`src/hw/rtl/pat_pkg.sv`:
```
// Package for the peer address table: field widths, operation, result-kind
// and status codes, sequencer states and the result record.
// No dependencies.
package pat_pkg;

  localparam int ADDR_W = 32;
  localparam int CNT_W  = 6;

  typedef enum logic [1:0] {
    OP_ADD    = 2'd0,
    OP_REMOVE = 2'd1,
    OP_QUERY  = 2'd2,
    OP_EMIT   = 2'd3
  } op_t;

  typedef enum logic [1:0] {
    KIND_STATUS = 2'd0,
    KIND_HEADER = 2'd1,
    KIND_ENTRY  = 2'd2
  } kind_t;

  typedef enum logic [1:0] {
    STATUS_OK      = 2'd0,
    STATUS_MISSING = 2'd1,
    STATUS_FULL    = 2'd2
  } status_t;

  typedef enum logic [3:0] {
    S_IDLE,
    S_ADD,
    S_SRCH_RD,
    S_SRCH_CMP,
    S_SHIFT_RD,
    S_SHIFT_WR,
    S_STATUS,
    S_HEADER,
    S_EMIT_RD,
    S_EMIT_OUT
  } state_t;

  typedef struct packed {
    kind_t              kind;
    logic [ADDR_W-1:0]  payload;
    status_t            status;
    logic               found;
    logic [CNT_W-1:0]   count;
    logic               last;
  } res_t;

endpackage

```
`src/hw/rtl/pat_engine.sv`:
```
// Table sequencer for the peer address table: entry memory with registered
// read, search, compaction and list emission.
// Depends on pat_pkg.
module pat_engine #(
  parameter int CAPACITY = 32
) (
  input  logic                      clk,
  input  logic                      rst,
  input  logic                      in_valid,
  output logic                      in_ready,
  input  pat_pkg::op_t              in_op,
  input  logic [pat_pkg::ADDR_W-1:0] in_addr,
  input  logic                      out_free,
  output logic                      res_load,
  output pat_pkg::res_t             res
);

  localparam int IDX_W = (CAPACITY > 1) ? $clog2(CAPACITY) : 1;
  localparam logic [pat_pkg::CNT_W-1:0] CAP = pat_pkg::CNT_W'(CAPACITY);

  logic [pat_pkg::ADDR_W-1:0] mem [CAPACITY];
  logic [pat_pkg::ADDR_W-1:0] rdata;
  logic                       rd_en;
  logic [IDX_W-1:0]           rd_idx;
  logic                       we;
  logic [IDX_W-1:0]           wr_idx;
  logic [pat_pkg::ADDR_W-1:0] wr_data;

  pat_pkg::state_t            state, state_next;
  pat_pkg::op_t               op, op_next;
  logic [pat_pkg::ADDR_W-1:0] addr, addr_next;
  logic [pat_pkg::CNT_W-1:0]  idx, idx_next, idx_inc;
  logic [pat_pkg::CNT_W-1:0]  count, count_next;
  pat_pkg::status_t           status, status_next;
  logic                       found, found_next;

  assign idx_inc = idx + pat_pkg::CNT_W'(1);

  always_ff @(posedge clk) begin
    if (we) begin
      mem[wr_idx] <= wr_data;
    end
    if (rd_en) begin
      rdata <= mem[rd_idx];
    end
  end

  always_ff @(posedge clk) begin
    if (rst) begin
      state <= pat_pkg::S_IDLE;
      count <= '0;
    end else begin
      state <= state_next;
      count <= count_next;
    end
  end

  always_ff @(posedge clk) begin
    op     <= op_next;
    addr   <= addr_next;
    idx    <= idx_next;
    status <= status_next;
    found  <= found_next;
  end

  always_comb begin
    state_next  = state;
    op_next     = op;
    addr_next   = addr;
    idx_next    = idx;
    count_next  = count;
    status_next = status;
    found_next  = found;
    in_ready    = 1'b0;
    rd_en       = 1'b0;
    rd_idx      = idx[IDX_W-1:0];
    we          = 1'b0;
    wr_idx      = idx[IDX_W-1:0];
    wr_data     = addr;
    res_load    = 1'b0;
    res.kind    = pat_pkg::KIND_STATUS;
    res.payload = '0;
    res.status  = status;
    res.found   = found;
    res.count   = count;
    res.last    = 1'b1;

    case (state)
      pat_pkg::S_IDLE: begin
        in_ready = 1'b1;
        if (in_valid) begin
          op_next     = in_op;
          addr_next   = in_addr;
          idx_next    = '0;
          status_next = pat_pkg::STATUS_OK;
          found_next  = 1'b0;
          case (in_op)
            pat_pkg::OP_ADD:    state_next = pat_pkg::S_ADD;
            pat_pkg::OP_REMOVE: state_next = pat_pkg::S_SRCH_RD;
            pat_pkg::OP_QUERY:  state_next = pat_pkg::S_SRCH_RD;
            default:            state_next = pat_pkg::S_HEADER;
          endcase
        end
      end

      pat_pkg::S_ADD: begin
        if (count >= CAP) begin
          status_next = pat_pkg::STATUS_FULL;
        end else begin
          we         = 1'b1;
          wr_idx     = count[IDX_W-1:0];
          count_next = count + pat_pkg::CNT_W'(1);
        end
        state_next = pat_pkg::S_STATUS;
      end

      pat_pkg::S_SRCH_RD: begin
        if (idx >= count) begin
          if (op == pat_pkg::OP_REMOVE) begin
            status_next = pat_pkg::STATUS_MISSING;
          end
          state_next = pat_pkg::S_STATUS;
        end else begin
          rd_en      = 1'b1;
          state_next = pat_pkg::S_SRCH_CMP;
        end
      end

      pat_pkg::S_SRCH_CMP: begin
        if (rdata == addr) begin
          if (op == pat_pkg::OP_REMOVE) begin
            state_next = pat_pkg::S_SHIFT_RD;
          end else begin
            found_next = 1'b1;
            state_next = pat_pkg::S_STATUS;
          end
        end else begin
          idx_next   = idx_inc;
          state_next = pat_pkg::S_SRCH_RD;
        end
      end

      pat_pkg::S_SHIFT_RD: begin
        if (idx_inc >= count) begin
          count_next = count - pat_pkg::CNT_W'(1);
          state_next = pat_pkg::S_STATUS;
        end else begin
          rd_en      = 1'b1;
          rd_idx     = idx_inc[IDX_W-1:0];
          state_next = pat_pkg::S_SHIFT_WR;
        end
      end

      pat_pkg::S_SHIFT_WR: begin
        we         = 1'b1;
        wr_data    = rdata;
        idx_next   = idx_inc;
        state_next = pat_pkg::S_SHIFT_RD;
      end

      pat_pkg::S_STATUS: begin
        if (out_free) begin
          res_load   = 1'b1;
          state_next = pat_pkg::S_IDLE;
        end
      end

      pat_pkg::S_HEADER: begin
        res.kind    = pat_pkg::KIND_HEADER;
        res.payload = pat_pkg::ADDR_W'(count);
        res.last    = (count == '0);
        if (out_free) begin
          res_load   = 1'b1;
          state_next = (count == '0) ? pat_pkg::S_IDLE : pat_pkg::S_EMIT_RD;
        end
      end

      pat_pkg::S_EMIT_RD: begin
        rd_en      = 1'b1;
        state_next = pat_pkg::S_EMIT_OUT;
      end

      pat_pkg::S_EMIT_OUT: begin
        res.kind    = pat_pkg::KIND_ENTRY;
        res.payload = rdata;
        res.last    = (idx_inc == count);
        if (out_free) begin
          res_load   = 1'b1;
          idx_next   = idx_inc;
          state_next = (idx_inc == count) ? pat_pkg::S_IDLE : pat_pkg::S_EMIT_RD;
        end
      end

      default: begin
        state_next = pat_pkg::S_IDLE;
      end
    endcase
  end

  a_count_bound: assert property (@(posedge clk) disable iff (rst)
    count <= CAP)
    else $error("entry count above capacity");

  a_write_in_range: assert property (@(posedge clk) disable iff (rst)
    we |-> (pat_pkg::CNT_W'(wr_idx) < count || state == pat_pkg::S_ADD))
    else $error("write outside held entries");

  a_load_when_free: assert property (@(posedge clk) disable iff (rst)
    res_load |-> out_free)
    else $error("result loaded into busy output stage");

  a_accept_leaves_idle: assert property (@(posedge clk) disable iff (rst)
    (in_valid && in_ready) |=> state != pat_pkg::S_IDLE)
    else $error("accepted transaction not started");

endmodule

```
`src/hw/rtl/peer_address_table.sv`:
```
// Peer address table: stream in one operation per transaction, stream out
// status, or a list message of header plus one transaction per entry.
// Ports: slave side s_axis_* carries the operation, master side m_axis_*
// carries results. Depends on pat_pkg and pat_engine.
// One operation is worked at a time; s_axis_tready is high only while the
// sequencer is idle, even if a result still waits in the output register.
// Steps per operation: add writes the new entry at the end of the table,
//   or reports full; query and remove read and then compare each entry from
//   the first until a match or the end; remove then moves each later entry
//   down one place, a read and then a write; emit sends the header, then
//   reads and sends each entry in turn. The entry memory's single read port
//   with its registered read sets this read-then-use order.
// Results leave through one output register; while m_axis_tready is low the
// result holds and the sequencer waits before loading the next one.
// Reset empties the table at once (entry count cleared); no clearing pass.
module peer_address_table #(
  parameter int CAPACITY = 32
) (
  input  logic        clk,
  input  logic        rst,
  input  logic        s_axis_tvalid,
  output logic        s_axis_tready,
  input  logic [31:0] s_axis_tdata,   // addr[31:0]
  input  logic [1:0]  s_axis_tuser,   // op[1:0]
  output logic        m_axis_tvalid,
  input  logic        m_axis_tready,
  output logic [47:0] m_axis_tdata,   // payload[31:0], status[33:32], found[34],
                                      // count[40:35], zero[47:41]
  output logic [1:0]  m_axis_tuser,   // kind[1:0]
  output logic        m_axis_tlast
);

  logic          out_free;
  logic          res_load;
  pat_pkg::res_t res;

  assign out_free = !m_axis_tvalid || m_axis_tready;

  pat_engine #(
    .CAPACITY (CAPACITY)
  ) u_engine (
    .clk      (clk),
    .rst      (rst),
    .in_valid (s_axis_tvalid),
    .in_ready (s_axis_tready),
    .in_op    (pat_pkg::op_t'(s_axis_tuser)),
    .in_addr  (s_axis_tdata),
    .out_free (out_free),
    .res_load (res_load),
    .res      (res)
  );

  always_ff @(posedge clk) begin
    if (rst) begin
      m_axis_tvalid <= 1'b0;
    end else if (res_load) begin
      m_axis_tvalid <= 1'b1;
    end else if (m_axis_tready) begin
      m_axis_tvalid <= 1'b0;
    end
  end

  always_ff @(posedge clk) begin
    if (res_load) begin
      m_axis_tdata <= {7'd0, res.count, res.found, res.status, res.payload};
      m_axis_tuser <= res.kind;
      m_axis_tlast <= res.last;
    end
  end

endmodule

```
`config.mk`:
```
export PLATFORM = sky130hd
export DESIGN_NAME = peer_address_table
export DESIGN_NICKNAME = d
export VERILOG_FILES = /design/src/hw/rtl/pat_pkg.sv /design/src/hw/rtl/pat_engine.sv /design/src/hw/rtl/peer_address_table.sv
export SDC_FILE = /design/constraint.sdc
export NUM_CORES = 1
export LEC_CHECK = 0
export ABC_AREA = 1
export BUFFER_PORTS_ARGS = -buffer_cell sky130_fd_sc_hd__buf_2
export CAP_MARGIN = 20
export CORE_MARGIN = 8
export CORE_UTILIZATION = 40
export CTS_CLUSTER_SIZE = 12
export DETAILED_ROUTE_END_ITERATION = 7
export PLACE_DENSITY = 0.55
export SYNTH_ARGS = -nofsm -noshare
export SYNTH_HDL_FRONTEND = slang
export SYNTH_SLANG_ARGS = --single-unit
```
`constraint.sdc`:
```
create_clock -name clk -period 5.85 [get_ports clk]
set_clock_uncertainty 0.2 [all_clocks]
set_input_delay 0 -clock clk [delete_from_list [all_inputs] [get_ports clk]]
set_output_delay 0 -clock clk [all_outputs]
set_load 0.1 [all_outputs]
```
==> results.md, run 1 <==
- Synth top area share: 0.6768
- Detailed-route wire length per cell: 23.21 um
- Number of cells on the worst reg-to-reg path: 20
- Static leakage: 23.26 nW
- Met3 routed wirelength: 11,240 um
- Cell area power density: 536.4 nW/um2
- Most frequent cells after synthesis: sky130_fd_sc_hd__nand2_1, sky130_fd_sc_hd__edfxtp_1, sky130_fd_sc_hd__nand3_1, sky130_fd_sc_hd__inv_1, sky130_fd_sc_hd__buf_2
- Highest Signal Layer: met4
- Setup slack, reg-to-reg: 1.30 ns
- Via total after detailed routing: 35.01k
- Residual overflow from global routing: 0
- Final worst-path setup slack: 1.302 ns
- Via density per instance: 5.314
- Max Fclk: 219.9 MHz
- Flip-flop and latch count after synthesis: 1,154
- Total of cells resized after clock tree synthesis: 0
- Chain of cells forming the critical path: ha_1, nand3_1, xor2_1, inv_1, ha_1, nand2_1, nor2_1, nand2_1, nand2_1, nor2_1, nand3_4, nand2_8, buf_12, nand2_1, nand3_1, nand3_1, nand3_1, nand2_1, nand2_1, nand2_1
- Worst voltage drop across the vdd grid: 0.4748 mV
- Biggest cell delay along the critical path: 0.53 ns
- Dominant cell by count in the synthesized netlist: sky130_fd_sc_hd__nand2_1
- Count of unresolved DRC violations after routing: 0
- Amount of wire on met2 after detailed routing: 71,970 um
- Number of buffers created by CTS: 120
- Worst reg2reg path endpoint: u_engine.rdata[18]
- Detailed-router iteration count before antenna repair: 6
- Slowest cell on the critical path: sky130_fd_sc_hd__edfxtp_1
- Max-slew violations: 0
- Final Wtd Congestion: 0.8401
- Tcrit/Tclk final: 0.7775
- Vias in the first global route: 33.29k
- Initial Util: 0.4033
- Required time at the endpoint of the critical path: 6.12 ns
- Cell occurring most often along the worst timing path: sky130_fd_sc_hd__nand2_1
- Die Span Y: 372.1 um
- First DRT Iteration DRCs: 3,721
- Count of warnings emitted by yosys: 0
- Post-CTS Setup Inserts: 0
- Maximum fanout along the worst path: 72
- Netlist Area Pre-Place: 50,710 um2
- Max H-tree Level: 3
- Class of the tightest hold or removal check: in -> reg
- Post-route design area: 58,260 um2
- Setup Total Neg Slack: 0 ns
- Data arrival, critical path: 4.82 ns
- Wire length of the first global-routing pass: 225,300 um
- Antenna violations before repair: 3
- Final hold vios: 0
- Post-synth top area cell: sky130_fd_sc_hd__edfxtp_1
- Post-CTS clock slew at the launch and capture registers of the worst setup and hold paths: 0.06 ns
- Number of clock sinks: 1,154
- Final min period: 4.548 ns
- Latest clock arrival within the worst-skew pair: 0.75 ns
- Standard-cell row count: 130
- Synth top area cells: sky130_fd_sc_hd__edfxtp_1, sky130_fd_sc_hd__nand3_1, sky130_fd_sc_hd__nand2_1, sky130_fd_sc_hd__inv_1, sky130_fd_sc_hd__buf_2
- Overall track demand over capacity in global routing: 0.2170
- Total of endpoints with negative setup slack in the final report: 0
- CP Class: reg -> reg
- Worst slew margin relative to its limit: 0.2930
- Ys flop type: sky130_fd_sc_hd__edfxtp_1
- Horizontal die dimension: 372.1 um
- Unrepaired setup endpoints after global routing: false
- Transition time of the tightest slew-check pin: 1.058 ns
- Deepest clock path buffer count: 3
- Core region area: 125,700 um2
- Result of the run: finished clean
- Layout cell share with drive strength beyond 1: 0.09240
- Total of buffers placed on input and output ports: 83
- Hold_sp: s_axis_tvalid
- Post-synthesis area per instance: 10.77 um2
- Core Util, Final: 0.4634
- Antenna Nets Post-Route: 0
- Beginning of the worst register-to-register path: u_engine.idx[0]
- Sequential cell area fraction in the yosys report: 0.6812
- CP Launch Type: flip-flop
- Routed wire length: 152,900 um
- Setup crit end kind: flip-flop
- Final Power: 31.25 mW
- Fraction of synthesis flops using an asynchronous set or reset pin: 0
- Area grow syn2layout: 14.90%
- Dpl cell area: 53,810 um2
- CTS tree: built
- Worst Setup Slack post-DPL: 1.367 ns
- Number of instances in the synthesized netlist: 4,708
- Area of the die: 138,400 um2
- Maximum number of pins on one net before global-route repair: 129
- Max Cap Viol: 0
- Worst hold endpoint: u_engine.found
- Number of I/O pins: 91
- Fillers: 11.51k
- Post-detailed-placement half-perimeter wirelength: 81,860 um
- Met1 routed wirelength after detailed routing: 65,660 um
- Post-synth cell types: 37
- Nets: 4,903
- Worst hold path depth: 4
- Root buffer selected by CTS: sky130_fd_sc_hd__clkbuf_16
- Number of synthesized flops with an enable pin: 1,143
## metrics by stage
step / hold slack (ns) / std cells
detailed placement: -0.02187 / 6292
global placement: -0.02324 / 6285
finish: 0.1547 / 6587
CTS: 0.1098 / 6580
floorplan: -0.1309 / 4714
global route: 0.1577 / 6586
## state kept, by name, indices dropped and copies added, names as in the netlist
name / flops
m_axis_tdata: 41
u_engine.addr: 32
u_engine.op: 2
m_axis_tuser: 2
u_engine.state: 4
m_axis_tvalid: 1
u_engine.rdata: 32
u_engine.found: 1
u_engine.mem: 1024
u_engine.idx: 6
m_axis_tlast: 1
u_engine.status: 2
u_engine.count: 6
## layer usage
metal	track usage	up-vias
li1	-	16200
met1	0.3016	17180
met2	0.3542	1398
met3	0.03421	235
met4	0.05871	0
met5	0	-
## cell families after synthesis
| family | Yosys count | synth area share |
|---|---|---|
| adders and majority gates | 20 | 0.005083 |
| buffers and inverters | 910 | 0.07553 |
| xor gates and xnor gates | 25 | 0.004318 |
| DFF | 1154 | 0.6812 |
| other | 1 | 0.00007395 |
| and+or+nand+nor | 2504 | 0.2237 |
| AOI/OAI and AO/OA | 94 | 0.01012 |
## timing repair
action / in CTS / in global routing
endpoints found under the hold margin: 88 / 0
endpoints found under the setup margin: 0 / 0
hold buffers: 76 / 0
## how the worst max path moves through the flow
stage,startpoint,to
after floorplan,u_engine.state[1],u_engine.addr[0]
after global placement,u_engine.idx[0],u_engine.rdata[24]
after detailed placement,u_engine.idx[0],u_engine.rdata[24]
after CTS,u_engine.idx[0],u_engine.rdata[24]
after global routing,u_engine.idx[0],u_engine.rdata[28]
final,u_engine.idx[0],u_engine.rdata[18]
## report_power, final
part	total [mW]	switching (mW)	internal [mW]
logic	13.3	9.50	3.81
registers	10.8	0.407	10.4
clock network	7.15	3.19	3.96
total	31.3	13.1	18.1
## area by class of cell
type	count	area, um2	area share
Tap cell	1650	2064	0.03543
Timing Repair Buffer	298	2888	0.04956
Multi-Input combinational cell	2650	12830	0.2202
Inverter	621	2337	0.04012
Sequential cell	1154	34540	0.5929
Antenna cell	2	5.005	0.00008590
Clock buffer	164	3303	0.05669
Clock inverter	48	290.3	0.004982
## worst max-delay path, delay by kind of cell, from the launching register on
family                   cells  cell delay (ns)
XOR/XNOR                     1             0.23
flip-flops                   1             0.53
AND/OR/NAND/NOR             15             2.19
adder cells (fa/ha/maj)      2             0.57
buffers and inverters        2             0.42
## cell usage in the layout (no fill, tap or decap), types with 9 or more instances in the layout
cell type	n
sky130_fd_sc_hd__nor2_4	34
sky130_fd_sc_hd__o21ai_0	20
sky130_fd_sc_hd__clkbuf_1	35
sky130_fd_sc_hd__clkbuf_16	124
sky130_fd_sc_hd__a21oi_1	18
sky130_fd_sc_hd__clkinv_2	14
sky130_fd_sc_hd__buf_4	84
sky130_fd_sc_hd__nand3b_1	129
sky130_fd_sc_hd__buf_12	46
sky130_fd_sc_hd__o22ai_1	15
sky130_fd_sc_hd__dfxtp_1	11
sky130_fd_sc_hd__nand3_1	1099
sky130_fd_sc_hd__dlygate4sd3_1	76
sky130_fd_sc_hd__buf_2	83
sky130_fd_sc_hd__xor2_1	16
sky130_fd_sc_hd__edfxtp_1	1143
sky130_fd_sc_hd__xnor2_1	9
sky130_fd_sc_hd__o21ai_2	27
sky130_fd_sc_hd__nand2_1	1163
sky130_fd_sc_hd__ha_1	19
sky130_fd_sc_hd__inv_1	616
sky130_fd_sc_hd__clkinv_1	27
sky130_fd_sc_hd__nor2_1	54
Note: power is estimated with default switching activity, not from simulation.
==> run 2, diff against run 1 <==
clock period = 4.22 ns   (was 5.85 ns; I/O delays follow)
==> run 2 against run 1 <==
Clock-buffer cell count is 14 lower; utilization increased by 0.67 points; total power increased by 41%; worst hold slack got worse by 0.014 ns; routed wire length rose by 2.6%; first-iteration DRC count increased by 2.3%; final area grew 1.4%; sequential share of layout area is 0.84 points lower; sequential power rose by 38%; worst setup slack got worse by 1.0 ns; register-to-register slack worse by 1.0 ns; via count rose by 1.6%; critical endpoint is now u_engine.rdata[31].
==> results.md, run 2 (synthesis results as in run 1) <==
- Setup slack, reg-to-reg: 0.28 ns
- Number of buffers created by CTS: 119
- Standard-cell row count: 130
- Total of cells resized after clock tree synthesis: 0
- Antenna violations before repair: 3
- Final hold vios: 0
- Post-detailed-placement half-perimeter wirelength: 88,780 um
- Initial Util: 0.4033
- Final worst-path setup slack: 0.2826 ns
- Final Power: 44.02 mW
- Static leakage: 23.70 nW
- Horizontal die dimension: 372.1 um
- Unrepaired setup endpoints after global routing: false
- Count of unresolved DRC violations after routing: 0
- Worst slew margin relative to its limit: 0.2964
- Via total after detailed routing: 35.56k
- Setup crit end kind: flip-flop
- Result of the run: finished clean
- Transition time of the tightest slew-check pin: 1.053 ns
- Maximum fanout along the worst path: 37
- Core Util, Final: 0.4701
- Max Fclk: 254.0 MHz
- Max H-tree Level: 3
- Max Cap Viol: 0
- Final Wtd Congestion: 0.8377
- Total of endpoints with negative setup slack in the final report: 0
- Data arrival, critical path: 4.20 ns
- Tcrit/Tclk final: 0.9330
- Max-slew violations: 0
- Final min period: 3.937 ns
- Residual overflow from global routing: 0
- Post-CTS clock slew at the launch and capture registers of the worst setup and hold paths: 0.06 ns
- Deepest clock path buffer count: 3
- Top library cells by usage in the layout, fill and taps aside: sky130_fd_sc_hd__nand2_1, sky130_fd_sc_hd__edfxtp_1, sky130_fd_sc_hd__nand3_1, sky130_fd_sc_hd__inv_1, sky130_fd_sc_hd__nand3b_1
- Number of standard cells in the final layout excluding fillers: 6,655
- Vias in the first global route: 33.67k
- Number of I/O pins: 91
- Root buffer selected by CTS: sky130_fd_sc_hd__clkbuf_16
- Area of the die: 138,400 um2
- Class of the tightest hold or removal check: in -> reg
- CTS tree: built
- Overall track demand over capacity in global routing: 0.2228
- Latest clock arrival within the worst-skew pair: 0.73 ns
- Inst Count DP: 6,368
- Wire length of the first global-routing pass: 230,500 um
- Nets: 4,976
- Area grow syn2layout: 16.55%
- Worst voltage drop across the vdd grid: 0.5510 mV
- Fillers: 11.44k
- First DRT Iteration DRCs: 3,806
- Detailed-route wire length per cell: 23.57 um
- Flip-flop count of the largest register after layout: 1,024
- Via density per instance: 5.344
- Total of buffers placed on input and output ports: 83
- CP Launch Type: flip-flop
- Core region area: 125,700 um2
- Maximum number of pins on one net before global-route repair: 82
- Antenna Nets Post-Route: 0
- Worst Setup Slack post-DPL: 0.3525 ns
- Antenna diodes: 0
- Setup Total Neg Slack: 0 ns
- CP Class: reg -> reg
- Required time at the endpoint of the critical path: 4.48 ns
- Most common cell after layout, fill and taps aside: sky130_fd_sc_hd__nand2_1
- Registers with the most flip-flops: u_engine.mem: 1024 flops, m_axis_tdata: 41 flops
- Detailed-router iteration count before antenna repair: 6
- Routed wire length: 156,900 um
- Cell area power density: 744.8 nW/um2
- Number of clock sinks: 1,154
- Layout cell share with drive strength beyond 1: 0.1049
- Die Span Y: 372.1 um
- Register bank with the most flops: u_engine.mem
-- run 2: changes by cell type in the layout (fill, tap and decap cells not counted), moves of 2 or more --
cell	change
sky130_fd_sc_hd__buf_4	+43
sky130_fd_sc_hd__buf_12	+33
sky130_fd_sc_hd__buf_8	-6
sky130_fd_sc_hd__clkbuf_1	-5
sky130_fd_sc_hd__clkbuf_8	-5
sky130_fd_sc_hd__clkbuf_16	-4
sky130_fd_sc_hd__clkinv_1	+4
sky130_fd_sc_hd__clkinv_2	+4
sky130_fd_sc_hd__o21ai_2	+3
sky130_fd_sc_hd__o21ai_4	-3
sky130_fd_sc_hd__buf_16	+2
sky130_fd_sc_hd__clkinv_8	+2
sky130_fd_sc_hd__diode_2	-2
sky130_fd_sc_hd__dlygate4sd3_1	+2
-- run 2: worst paths after layout --
path	from	endpoint	depth (start not counted)
setup / recovery	u_engine.idx[1]	u_engine.rdata[31]	21
hold / removal	s_axis_tvalid	u_engine.found	4
setup reg to reg	u_engine.idx[1]	u_engine.rdata[31]	21
hold reg to reg	u_engine.status[1]	m_axis_tdata[33]	0
-- run 2: power breakdown --
part	total, mW	switching, mW	internal [mW]
sequential	14.9	0.535	14.4
combinational	19.4	13.4	5.97
clock	9.73	4.43	5.30
-- run 2: timing repair --
item | in CTS | in global routing
hold buffers | 78 | 0
setup endpoints to repair | 0 | 0
hold endpoints to repair | 107 | 0
buffers inserted | 0 | 0
-- run 2: metal layers --
metal | part of all wire | vias to the layer above | GRT usage | wire length (um)
met3 | 0.074 | 232 | 0.03172 | 11680
met5 | 0.000089 | - | 0 | 14
met1 | 0.43 | 17560 | 0.3105 | 67720
met4 | 0.027 | 2 | 0.06511 | 4302
met2 | 0.47 | 1431 | 0.3629 | 73160
li1 | - | 16340 | - | -
-- run 2: cell type report --
type	instances	area [um2]	share of cell area
Clock buffer	150	3115	0.05271
Inverter	621	2337	0.03955
Multi-Input combinational cell	2650	12810	0.2167
Tap cell	1650	2064	0.03493
Timing Repair Buffer	372	3856	0.06525
Clock inverter	58	375.4	0.006351
Sequential cell	1154	34540	0.5845
-- run 2: through the flow --
step | hold slack (ns) | cell area (um2)
finish | 0.1409 | 59100
global route | 0.1740 | 59100
CTS | 0.1194 | 59090
detailed placement | -0.02177 | 54820
global placement | -0.02191 | 54710
floorplan | -0.1309 | 50730
-- run 2: critical path, cell delays in order, from the launching register on --
cell and delay, ns:
sky130_fd_sc_hd__edfxtp_1 0.45, sky130_fd_sc_hd__ha_1 0.24, sky130_fd_sc_hd__nand3_1 0.10, sky130_fd_sc_hd__xor2_1 0.21, sky130_fd_sc_hd__inv_1 0.08, sky130_fd_sc_hd__ha_1 0.27, sky130_fd_sc_hd__nand2_1 0.08, sky130_fd_sc_hd__nor2_1 0.07
sky130_fd_sc_hd__nand2_1 0.09, sky130_fd_sc_hd__nand2_1 0.06, sky130_fd_sc_hd__nor2_1 0.24, sky130_fd_sc_hd__nand3_4 0.27, sky130_fd_sc_hd__nand2_8 0.20, sky130_fd_sc_hd__buf_12 0.25, sky130_fd_sc_hd__buf_4 0.22, sky130_fd_sc_hd__nand2_1 0.06
sky130_fd_sc_hd__nand3_1 0.07, sky130_fd_sc_hd__nand3_1 0.10, sky130_fd_sc_hd__nand3_1 0.09, sky130_fd_sc_hd__nand2_1 0.07, sky130_fd_sc_hd__nand2_1 0.10, sky130_fd_sc_hd__nand2_1 0.10
